$ cat config.mk
export PLATFORM = sky130hd
export DESIGN_NAME = top_k_selection_sorter_unit
export DESIGN_NICKNAME = d
export VERILOG_FILES = /design/src/tkss_pkg.sv /design/src/tkss_front.sv /design/src/tkss_back.sv /design/src/top_k_selection_sorter_unit.sv
export SDC_FILE = /design/constraint.sdc
export NUM_CORES = 1
export LEC_CHECK = 0
export BUFFER_PORTS_ARGS = -buffer_cell sky130_fd_sc_hd__buf_2
export CAP_MARGIN = 5
export CELL_PAD_IN_SITES_DETAIL_PLACEMENT = 1
export CELL_PAD_IN_SITES_GLOBAL_PLACEMENT = 1
export CORE_MARGIN = 1.5
export CORE_UTILIZATION = 35
export DETAILED_ROUTE_END_ITERATION = 10
export PLACE_DENSITY = 0.65
export SLEW_MARGIN = 20
export SYNTH_ARGS = -nofsm -noshare
export SYNTH_HDL_FRONTEND = slang
export SYNTH_SLANG_ARGS = --single-unit
export TNS_END_PERCENT = 20
$ cat constraint.sdc
create_clock -name clk -period 6.34 [get_ports clk]
set_input_delay 0.951 -clock clk [delete_from_list [all_inputs] [get_ports clk]]
set_output_delay 0.951 -clock clk [all_outputs]
set_load 0.02 [all_outputs]
$ cat src/tkss_pkg.sv
package tkss_pkg;

	// Store geometry
	localparam int CAPACITY = 32;
	localparam int IDX_W    = $clog2(CAPACITY);
	localparam int CNT_W    = $clog2(CAPACITY + 1);

	// Fixed field widths
	localparam int SCORE_W   = 32;
	localparam int SLOT_W    = 5;
	localparam int WC_W      = 6;
	localparam int RND_W     = (CNT_W > WC_W) ? CNT_W : WC_W;
	localparam logic [WC_W-1:0] WC_RESET = WC_W'(1);

	// Input item as seen on the push side
	typedef struct packed {
		logic signed [SCORE_W-1:0] score;
		logic                      occupied;
		logic                      last_in;
	} in_item_t;

	// Result item as seen on the pop side
	typedef struct packed {
		logic [SLOT_W-1:0]         slot_id;
		logic signed [SCORE_W-1:0] score_out;
		logic                      occupied_out;
		logic                      last_out;
	} out_item_t;

	// Classified item handed from front to back
	typedef struct packed {
		logic signed [SCORE_W-1:0] score;
		logic                      occupied;
		logic                      last_in;
		logic                      drop;
		logic [IDX_W-1:0]          idx;
	} task_t;

	// One store entry
	typedef struct packed {
		logic [SLOT_W-1:0]         slot_id;
		logic signed [SCORE_W-1:0] score;
		logic                      occupied;
	} entry_t;

endpackage

$ cat src/tkss_front.sv
module tkss_front (
	input  logic              clk,
	input  logic              arst_n,
	input  logic              push,
	output logic              full,
	input  tkss_pkg::in_item_t item,
	output logic              q_valid,
	input  logic              q_pop,
	output tkss_pkg::task_t   q_data
);
	import tkss_pkg::*;

	logic [CNT_W-1:0] count_q;
	task_t            fifo_q [2];
	logic             wp_q;
	logic             rp_q;
	logic [1:0]       cnt_q;
	logic             accept;
	logic             drop;
	task_t            tsk;

	// Classify: slot position in the batch, or drop when the store is full
	assign accept = push && !full;
	assign drop   = (count_q == CNT_W'(CAPACITY));

	always_comb begin
		tsk.score    = item.score;
		tsk.occupied = item.occupied;
		tsk.last_in  = item.last_in;
		tsk.drop     = drop;
		tsk.idx      = count_q[IDX_W-1:0];
	end

	// Batch position counter, cleared by the last entry
	always_ff @(posedge clk or negedge arst_n) begin
		if (!arst_n) begin
			count_q <= '0;
		end else if (accept) begin
			if (item.last_in) begin
				count_q <= '0;
			end else if (!drop) begin
				count_q <= count_q + CNT_W'(1);
			end
		end
	end

	// Two-entry queue toward the back
	assign full    = (cnt_q == 2'd2);
	assign q_valid = (cnt_q != 2'd0);
	assign q_data  = fifo_q[rp_q];

	always_ff @(posedge clk) begin
		if (accept) begin
			fifo_q[wp_q] <= tsk;
		end
	end

	always_ff @(posedge clk or negedge arst_n) begin
		if (!arst_n) begin
			wp_q  <= 1'b0;
			rp_q  <= 1'b0;
			cnt_q <= 2'd0;
		end else begin
			if (accept) begin
				wp_q <= ~wp_q;
			end
			if (q_pop && q_valid) begin
				rp_q <= ~rp_q;
			end
			cnt_q <= cnt_q + {1'b0, accept} - {1'b0, q_pop && q_valid};
		end
	end

endmodule

$ cat src/tkss_back.sv
module tkss_back (
	input  logic               clk,
	input  logic               arst_n,
	input  logic               q_valid,
	output logic               q_pop,
	input  tkss_pkg::task_t    q_data,
	input  logic               winners_we,
	input  logic [5:0]         winners_count,
	output logic               empty,
	input  logic               pop,
	output tkss_pkg::out_item_t result
);
	import tkss_pkg::*;

	typedef enum logic [2:0] {
		ST_LOAD,
		ST_SCAN,
		ST_SWAP_A,
		ST_SWAP_B,
		ST_EMIT
	} state_t;

	state_t           state_q;
	logic [WC_W-1:0]  wc_q;
	logic [CNT_W-1:0] n_q;
	logic [CNT_W-1:0] rounds_q;
	logic [CNT_W-1:0] j_q;
	logic [CNT_W-1:0] rd_ptr_q;
	entry_t           best_q;
	entry_t           jent_q;
	logic [IDX_W-1:0] best_idx_q;

	// Entry store, one write and one registered read per cycle
	entry_t           mem_q [CAPACITY];
	entry_t           rdata_s1;
	logic             rvalid_s1;
	logic [IDX_W-1:0] ridx_s1;

	logic             mem_we;
	logic [IDX_W-1:0] waddr;
	entry_t           wdata;
	logic             rd_en;
	logic [IDX_W-1:0] rd_addr;

	logic [CNT_W-1:0] load_n;
	logic [CNT_W-1:0] load_rounds;
	logic [CNT_W-1:0] next_j;
	logic             scan_hit;
	logic             at_j;
	logic             better;
	logic             at_end;
	logic             do_swap;

	// Output queue
	out_item_t        ofifo_q [2];
	logic             owp_q;
	logic             orp_q;
	logic [1:0]       ocnt_q;
	logic             o_push;
	logic             o_pop;
	out_item_t        o_item;

	// Control decode
	assign q_pop    = (state_q == ST_LOAD) && q_valid;
	assign o_pop    = pop && !empty;
	assign rd_addr  = rd_ptr_q[IDX_W-1:0];
	assign next_j   = j_q + CNT_W'(1);
	assign scan_hit = (state_q == ST_SCAN) && rvalid_s1;
	assign at_j     = (ridx_s1 == j_q[IDX_W-1:0]);
	assign better   = at_j || ($signed(rdata_s1.score) > $signed(best_q.score));
	assign at_end   = (CNT_W'(ridx_s1) == n_q - CNT_W'(1));
	assign do_swap  = (best_idx_q != j_q[IDX_W-1:0]) && best_q.occupied;
	assign o_push   = (state_q == ST_EMIT) && rvalid_s1;

	// Batch size and round count at the last entry
	always_comb begin
		load_n = q_data.drop ? CNT_W'(CAPACITY) : (CNT_W'(q_data.idx) + CNT_W'(1));
		if (RND_W'(wc_q) < RND_W'(load_n)) begin
			load_rounds = CNT_W'(wc_q);
		end else begin
			load_rounds = load_n;
		end
	end

	// Read issue: scans run freely, emission is held back by output space
	always_comb begin
		rd_en = 1'b0;
		if (state_q == ST_SCAN) begin
			rd_en = (rd_ptr_q < n_q);
		end else if (state_q == ST_EMIT) begin
			rd_en = (rd_ptr_q < n_q) &&
				((ocnt_q - {1'b0, o_pop} + {1'b0, rvalid_s1}) < 2'd2);
		end
	end

	// Store write port
	always_comb begin
		mem_we = 1'b0;
		waddr  = q_data.idx;
		wdata  = '{slot_id: SLOT_W'(q_data.idx), score: q_data.score,
			occupied: q_data.occupied};
		case (state_q)
			ST_LOAD: begin
				mem_we = q_pop && !q_data.drop;
			end
			ST_SWAP_A: begin
				mem_we = do_swap;
				waddr  = j_q[IDX_W-1:0];
				wdata  = best_q;
			end
			ST_SWAP_B: begin
				mem_we = 1'b1;
				waddr  = best_idx_q;
				wdata  = jent_q;
			end
			default: begin
				mem_we = 1'b0;
			end
		endcase
	end

	always_ff @(posedge clk) begin
		if (mem_we) begin
			mem_q[waddr] <= wdata;
		end
		rdata_s1 <= mem_q[rd_addr];
	end

	// Sequencer: load, scan rounds with swaps, then emit
	always_ff @(posedge clk or negedge arst_n) begin
		if (!arst_n) begin
			state_q    <= ST_LOAD;
			wc_q       <= WC_RESET;
			n_q        <= '0;
			rounds_q   <= '0;
			j_q        <= '0;
			rd_ptr_q   <= '0;
			rvalid_s1  <= 1'b0;
			ridx_s1    <= '0;
			best_q     <= '0;
			jent_q     <= '0;
			best_idx_q <= '0;
		end else begin
			if (winners_we) begin
				wc_q <= winners_count;
			end
			rvalid_s1 <= rd_en;
			ridx_s1   <= rd_addr;
			if (rd_en) begin
				rd_ptr_q <= rd_ptr_q + CNT_W'(1);
			end
			case (state_q)
				ST_LOAD: begin
					if (q_pop && q_data.last_in) begin
						n_q      <= load_n;
						rounds_q <= load_rounds;
						j_q      <= '0;
						rd_ptr_q <= '0;
						state_q  <= (load_rounds == '0) ? ST_EMIT : ST_SCAN;
					end
				end
				ST_SCAN: begin
					if (scan_hit && better) begin
						best_q     <= rdata_s1;
						best_idx_q <= ridx_s1;
					end
					if (scan_hit && at_j) begin
						jent_q <= rdata_s1;
					end
					if (scan_hit && at_end) begin
						state_q <= ST_SWAP_A;
					end
				end
				ST_SWAP_A, ST_SWAP_B: begin
					if (state_q == ST_SWAP_A && do_swap) begin
						state_q <= ST_SWAP_B;
					end else begin
						j_q <= next_j;
						if (next_j == rounds_q) begin
							rd_ptr_q <= '0;
							state_q  <= ST_EMIT;
						end else begin
							rd_ptr_q <= next_j;
							state_q  <= ST_SCAN;
						end
					end
				end
				ST_EMIT: begin
					if (o_push && at_end) begin
						state_q <= ST_LOAD;
					end
				end
				default: begin
					state_q <= ST_LOAD;
				end
			endcase
		end
	end

	// Result formatting and output queue
	always_comb begin
		o_item.slot_id      = rdata_s1.slot_id;
		o_item.score_out    = rdata_s1.score;
		o_item.occupied_out = rdata_s1.occupied;
		o_item.last_out     = at_end;
	end

	assign empty  = (ocnt_q == 2'd0);
	assign result = ofifo_q[orp_q];

	always_ff @(posedge clk) begin
		if (o_push) begin
			ofifo_q[owp_q] <= o_item;
		end
	end

	always_ff @(posedge clk or negedge arst_n) begin
		if (!arst_n) begin
			owp_q  <= 1'b0;
			orp_q  <= 1'b0;
			ocnt_q <= 2'd0;
		end else begin
			if (o_push) begin
				owp_q <= ~owp_q;
			end
			if (o_pop) begin
				orp_q <= ~orp_q;
			end
			ocnt_q <= ocnt_q + {1'b0, o_push} - {1'b0, o_pop};
		end
	end

	// Output queue never takes a transfer it has no room for
	assert property (@(posedge clk) disable iff (!arst_n)
		(o_push && !o_pop) |-> (ocnt_q != 2'd2))
		else $error("output queue overflow");

	// Scan data always belongs to the current round's range
	assert property (@(posedge clk) disable iff (!arst_n)
		scan_hit |-> ((CNT_W'(ridx_s1) >= j_q) && (CNT_W'(ridx_s1) < n_q)))
		else $error("scan read outside round range");

	// Second half of a swap only follows a taken first half
	assert property (@(posedge clk) disable iff (!arst_n)
		(state_q == ST_SWAP_B) |-> ($past(state_q) == ST_SWAP_A))
		else $error("swap sequence broken");

	// Last marker is only produced once all reads of the batch are issued
	assert property (@(posedge clk) disable iff (!arst_n)
		(o_push && at_end) |-> (rd_ptr_q == n_q))
		else $error("last result before batch fully read");

endmodule

$ cat src/top_k_selection_sorter_unit.sv
// Top-k selection sorter. Entries are pushed one per transfer; each is
// stored with its arrival index until the store (32 slots) is full, after
// which entries are dropped. The entry carrying last_in closes the batch:
// the unit runs min(winners_count, n) selection rounds over the n stored
// entries, moving the first strictly greatest score at or after position j
// into position j (unoccupied entries are never moved forward), then emits
// all n entries in their new order with last_out on the final one.
// Loading passes each entry through a two-deep input queue. Sorting
// is bound by the single read port of the entry store: round j scans the
// n - j entries from position j at one compare per cycle, then decides in
// ST_SWAP_A and writes the second half of a swap in ST_SWAP_B when one is
// taken; emission then reads all n entries at one result per cycle while
// results are popped without stalls. The input queue keeps accepting up to
// two entries of the next batch during that time.
// winners_count resets to 1 and should only be written while the unit is idle.
module top_k_selection_sorter_unit (
	input  logic                clk,
	input  logic                arst_n,
	input  logic                push,
	output logic                full,
	input  tkss_pkg::in_item_t  item,
	output logic                empty,
	input  logic                pop,
	output tkss_pkg::out_item_t result,
	input  logic                winners_we,
	input  logic [5:0]          winners_count
);
	import tkss_pkg::*;

	logic  q_valid;
	logic  q_pop;
	task_t q_data;

	// Front: accept and classify entries
	tkss_front u_front (
		.clk     (clk),
		.arst_n  (arst_n),
		.push    (push),
		.full    (full),
		.item    (item),
		.q_valid (q_valid),
		.q_pop   (q_pop),
		.q_data  (q_data)
	);

	// Back: store, select rounds and emit
	tkss_back u_back (
		.clk           (clk),
		.arst_n        (arst_n),
		.q_valid       (q_valid),
		.q_pop         (q_pop),
		.q_data        (q_data),
		.winners_we    (winners_we),
		.winners_count (winners_count),
		.empty         (empty),
		.pop           (pop),
		.result        (result)
	);

endmodule
==> results.ini <==
[cts]
cts_tree=done
worstSkewPairLatency_ns=0.80
post_cts_resized=0
post_cts_buffers=0
cts_hold_buf=0
cts_root_buf=clkbuf_16
path_clk_slew_ns=0.06
cts.sinks=1546
cts_max_path_buffers=3
cts_buffers=160
htree_num_levels=4

[setup_path]
max_stage_delay_ns=0.83
path_cells=nor2b_4 -> o311ai_0 -> a21boi_0 -> nand2_1 -> nor2_4 -> buf_4
critPathKind=reg -> reg
slowest_stage=nor2_4
cp-start-kind=register
critPathRequiredTime_ns=6.81
worstPathMaxFanout=24
end_kind=register
arrival_ns=5.08

[logic_synthesis]
synthAdderAreaFrac_pct=1.08
yosysTopAreaCell=edfxtp_1
synth_top_area_share_pct=67.3
synth_nets=3513
yosysSeqAreaShare_pct=74.0
synth_commonest_cells=edfxtp_1, mux2i_1, a21oi_1
synth_ff_type=edfxtp_1
async_flop_share_pct=8.67
synth_xor_area_share_pct=0.673
avgSynthCellArea_um2=18.0
ys_seq_elements=1546
synth_area_leaders=edfxtp_1, mux4_2, dfrtp_1
synth_cell_types=60
yosysWarnings=0
synthMuxAreaShare_pct=14.2
synth_edf_count=1374
synth_top_family_by_area=multiplexers
synthSimpleGateAreaFrac_pct=2.24
synth_compound_area_share_pct=6.15
syn_inst=3415
syn_area_um2=61300
synth_most_common_cell=edfxtp_1

[pwr]
totalPowerFinal_uw=35900
pwr_density_cell_nw_per_um2=507
switching_share_pct=35.7
cellLeakagePower_uw=0.0239
pwr-share-comb_pct=34.1
power_frac_seq_pct=40.3
power.internal_uw=23100
vdd_drop_max_mv=0.284
switchingPower_uw=12800
pwr-share-clk_pct=25.6

[hold_path]
holdCritPathClass=in -> async

[placed_design]
place_hpwl_um=108000
dp.cells=5735
numPortBuffers=85
gp_congestion=0.819
dp_slack_ns=1.77

[die]
fp.coreArea_um2=174000
die_h_um=422
boundaryPins=86
start_util_pct=35.2
die_area_um2=178000
die_x_um=422
rows=153

[routing]
drtAntennaViolNets=0
drt_iter0_markers=3407
vias=32676
vias_per_cell=5.41
wl_per_cell_um=28.6
routed_wl_um=172000
drc=0
firstDrtPassIters=6

[global_routing]
grt_pass1_wl_um=249000
grt_max_degree=100
grt_usage_pct=19.3
grt_pass1_vias=34021
antenna_found_initial=8
grt.overflow.total=0

[sta]
worstMarginPinSlew_ns=1.13
max_freq_mhz=217
skew_ns=0.0254
fin_ws_ns=1.73
setup_viol=0
period_share_pct=72.7
hold_viol=0
rsz0062_at_grt=false
slew_headroom_pct=24.6
setup_tns_ns=0
finalMaxSlewViolations=0
period_minus_slack_ns=4.61

[layout]
nets=3680
final_layout_size_suffix_gt1_share_pct=23.2
area_growth_pct=15.5
fin_cells=6037
nFillCells=16828

[job]
max_cap_violations=0

[outcome]
status=completed

-- metal layers --
| metal | track usage (%) | wire (µm) | up-vias |
|---|---|---|---|
| li1 | - | - | 14003 |
| met1 | 26.8 | 75800 | 17527 |
| met5 | 0 | 13 | - |
| met3 | 3.26 | 9950 | 191 |
| met4 | 4.88 | 3410 | 2 |
| met2 | 31.4 | 83200 | 953 |
-- layout by cell type, fill, tap and decap left out, types with 43 or more instances in the layout --
master        n
o221ai_1     76
mux2_2      164
dfrtp_1     125
clkbuf_16   169
ha_1         53
buf_2        84
a21o_1       47
buf_4        81
nor2b_1      43
a21oi_1     142
o21ai_0     101
nand2_1     124
mux2i_1     286
inv_1        61
o22ai_1      86
edfxtp_1   1374
a211oi_1     73
mux4_2      152
-- path summary, 6_finish.rpt --
| check | slack, ns | endpoint | depth (start not counted) | start |
|---|---|---|---|---|
| max | 1.73 | u_back.mem_q[23][11] | 6 | u_back.state_q[1] |
| min | 0.18 | u_front.count_q[3] | 1 | arst_n |
| max in group asynchronous | 4.76 | u_back.jent_q[18] | 2 | arst_n |
| max reg2reg | 1.73 | u_back.mem_q[23][11] | 6 | u_back.state_q[1] |
| min in group clk | 0.34 | u_front.fifo_q[0][22] | 1 | item[16] |
| min reg2reg | 0.49 | u_front.cnt_q[1] | 1 | u_front.cnt_q[1] |
-- worst max-delay path: cells and delay by family (launching register included) --
| kind | cells | cell delay, ns |
|---|---|---|
| simple gates | 3 | 2.03 |
| compound gates | 2 | 1.30 |
| flops | 1 | 0.48 |
| buf+inv | 1 | 0.44 |
-- power groups by stage --
stage,Combinational (µW),Clock (µW),Sequential [µW]
finish,12300,9200,14500
global route,13000,9690,14600
CTS,12100,9350,14500
detailed placement,12100,0,14700
global placement,11800,0,14700
floorplan,7410,0,14200
-- area by class of cell --
type                       count  area (µm²)  share of cell area [%]
antenna                        1        2.50                 0.00353
clock buffer                 207        4460                    6.30
clock inverter                84         629                   0.888
inverter                      61         229                   0.323
multi-input combinational   1624       15600                    22.1
sequential                  1546       45400                    64.1
tap                         2325        2910                    4.11
timing repair buffer         189        1590                    2.24
-- cell families (layout without fill, tap and decap cells) --
| logic type | Yosys count | after routing |
|---|---|---|
| DFF | 1546 | 1546 |
| muxes | 642 | 642 |
| and+or+nand+nor | 290 | 290 |
| xor gates and xnor gates | 44 | 44 |
| adders and majority gates | 53 | 53 |
| other | 0 | 1 |
| buffers and inverters | 245 | 541 |
| AOI/OAI and AO/OA | 595 | 595 |
-- state kept, by name (all words and copies together), names as in the netlist, 38 cells and up --
register / count
u_back.best_q: 38
u_back.jent_q: 38
u_back.mem_q: 1216
u_back.o_item: 38
u_back.ofifo_q: 78
u_front.fifo_q: 80
-- stage by stage --
stage	util (%)	hold slack, ns	area (µm²)
finish	40.7	0.181	70800
global route	40.7	0.185	70800
CTS	40.5	0.151	70600
detailed placement	37.6	0.486	65500
global placement	37.6	0.481	65400
floorplan	-	0.375	61300
Note: power is estimated with default switching activity, not from simulation.
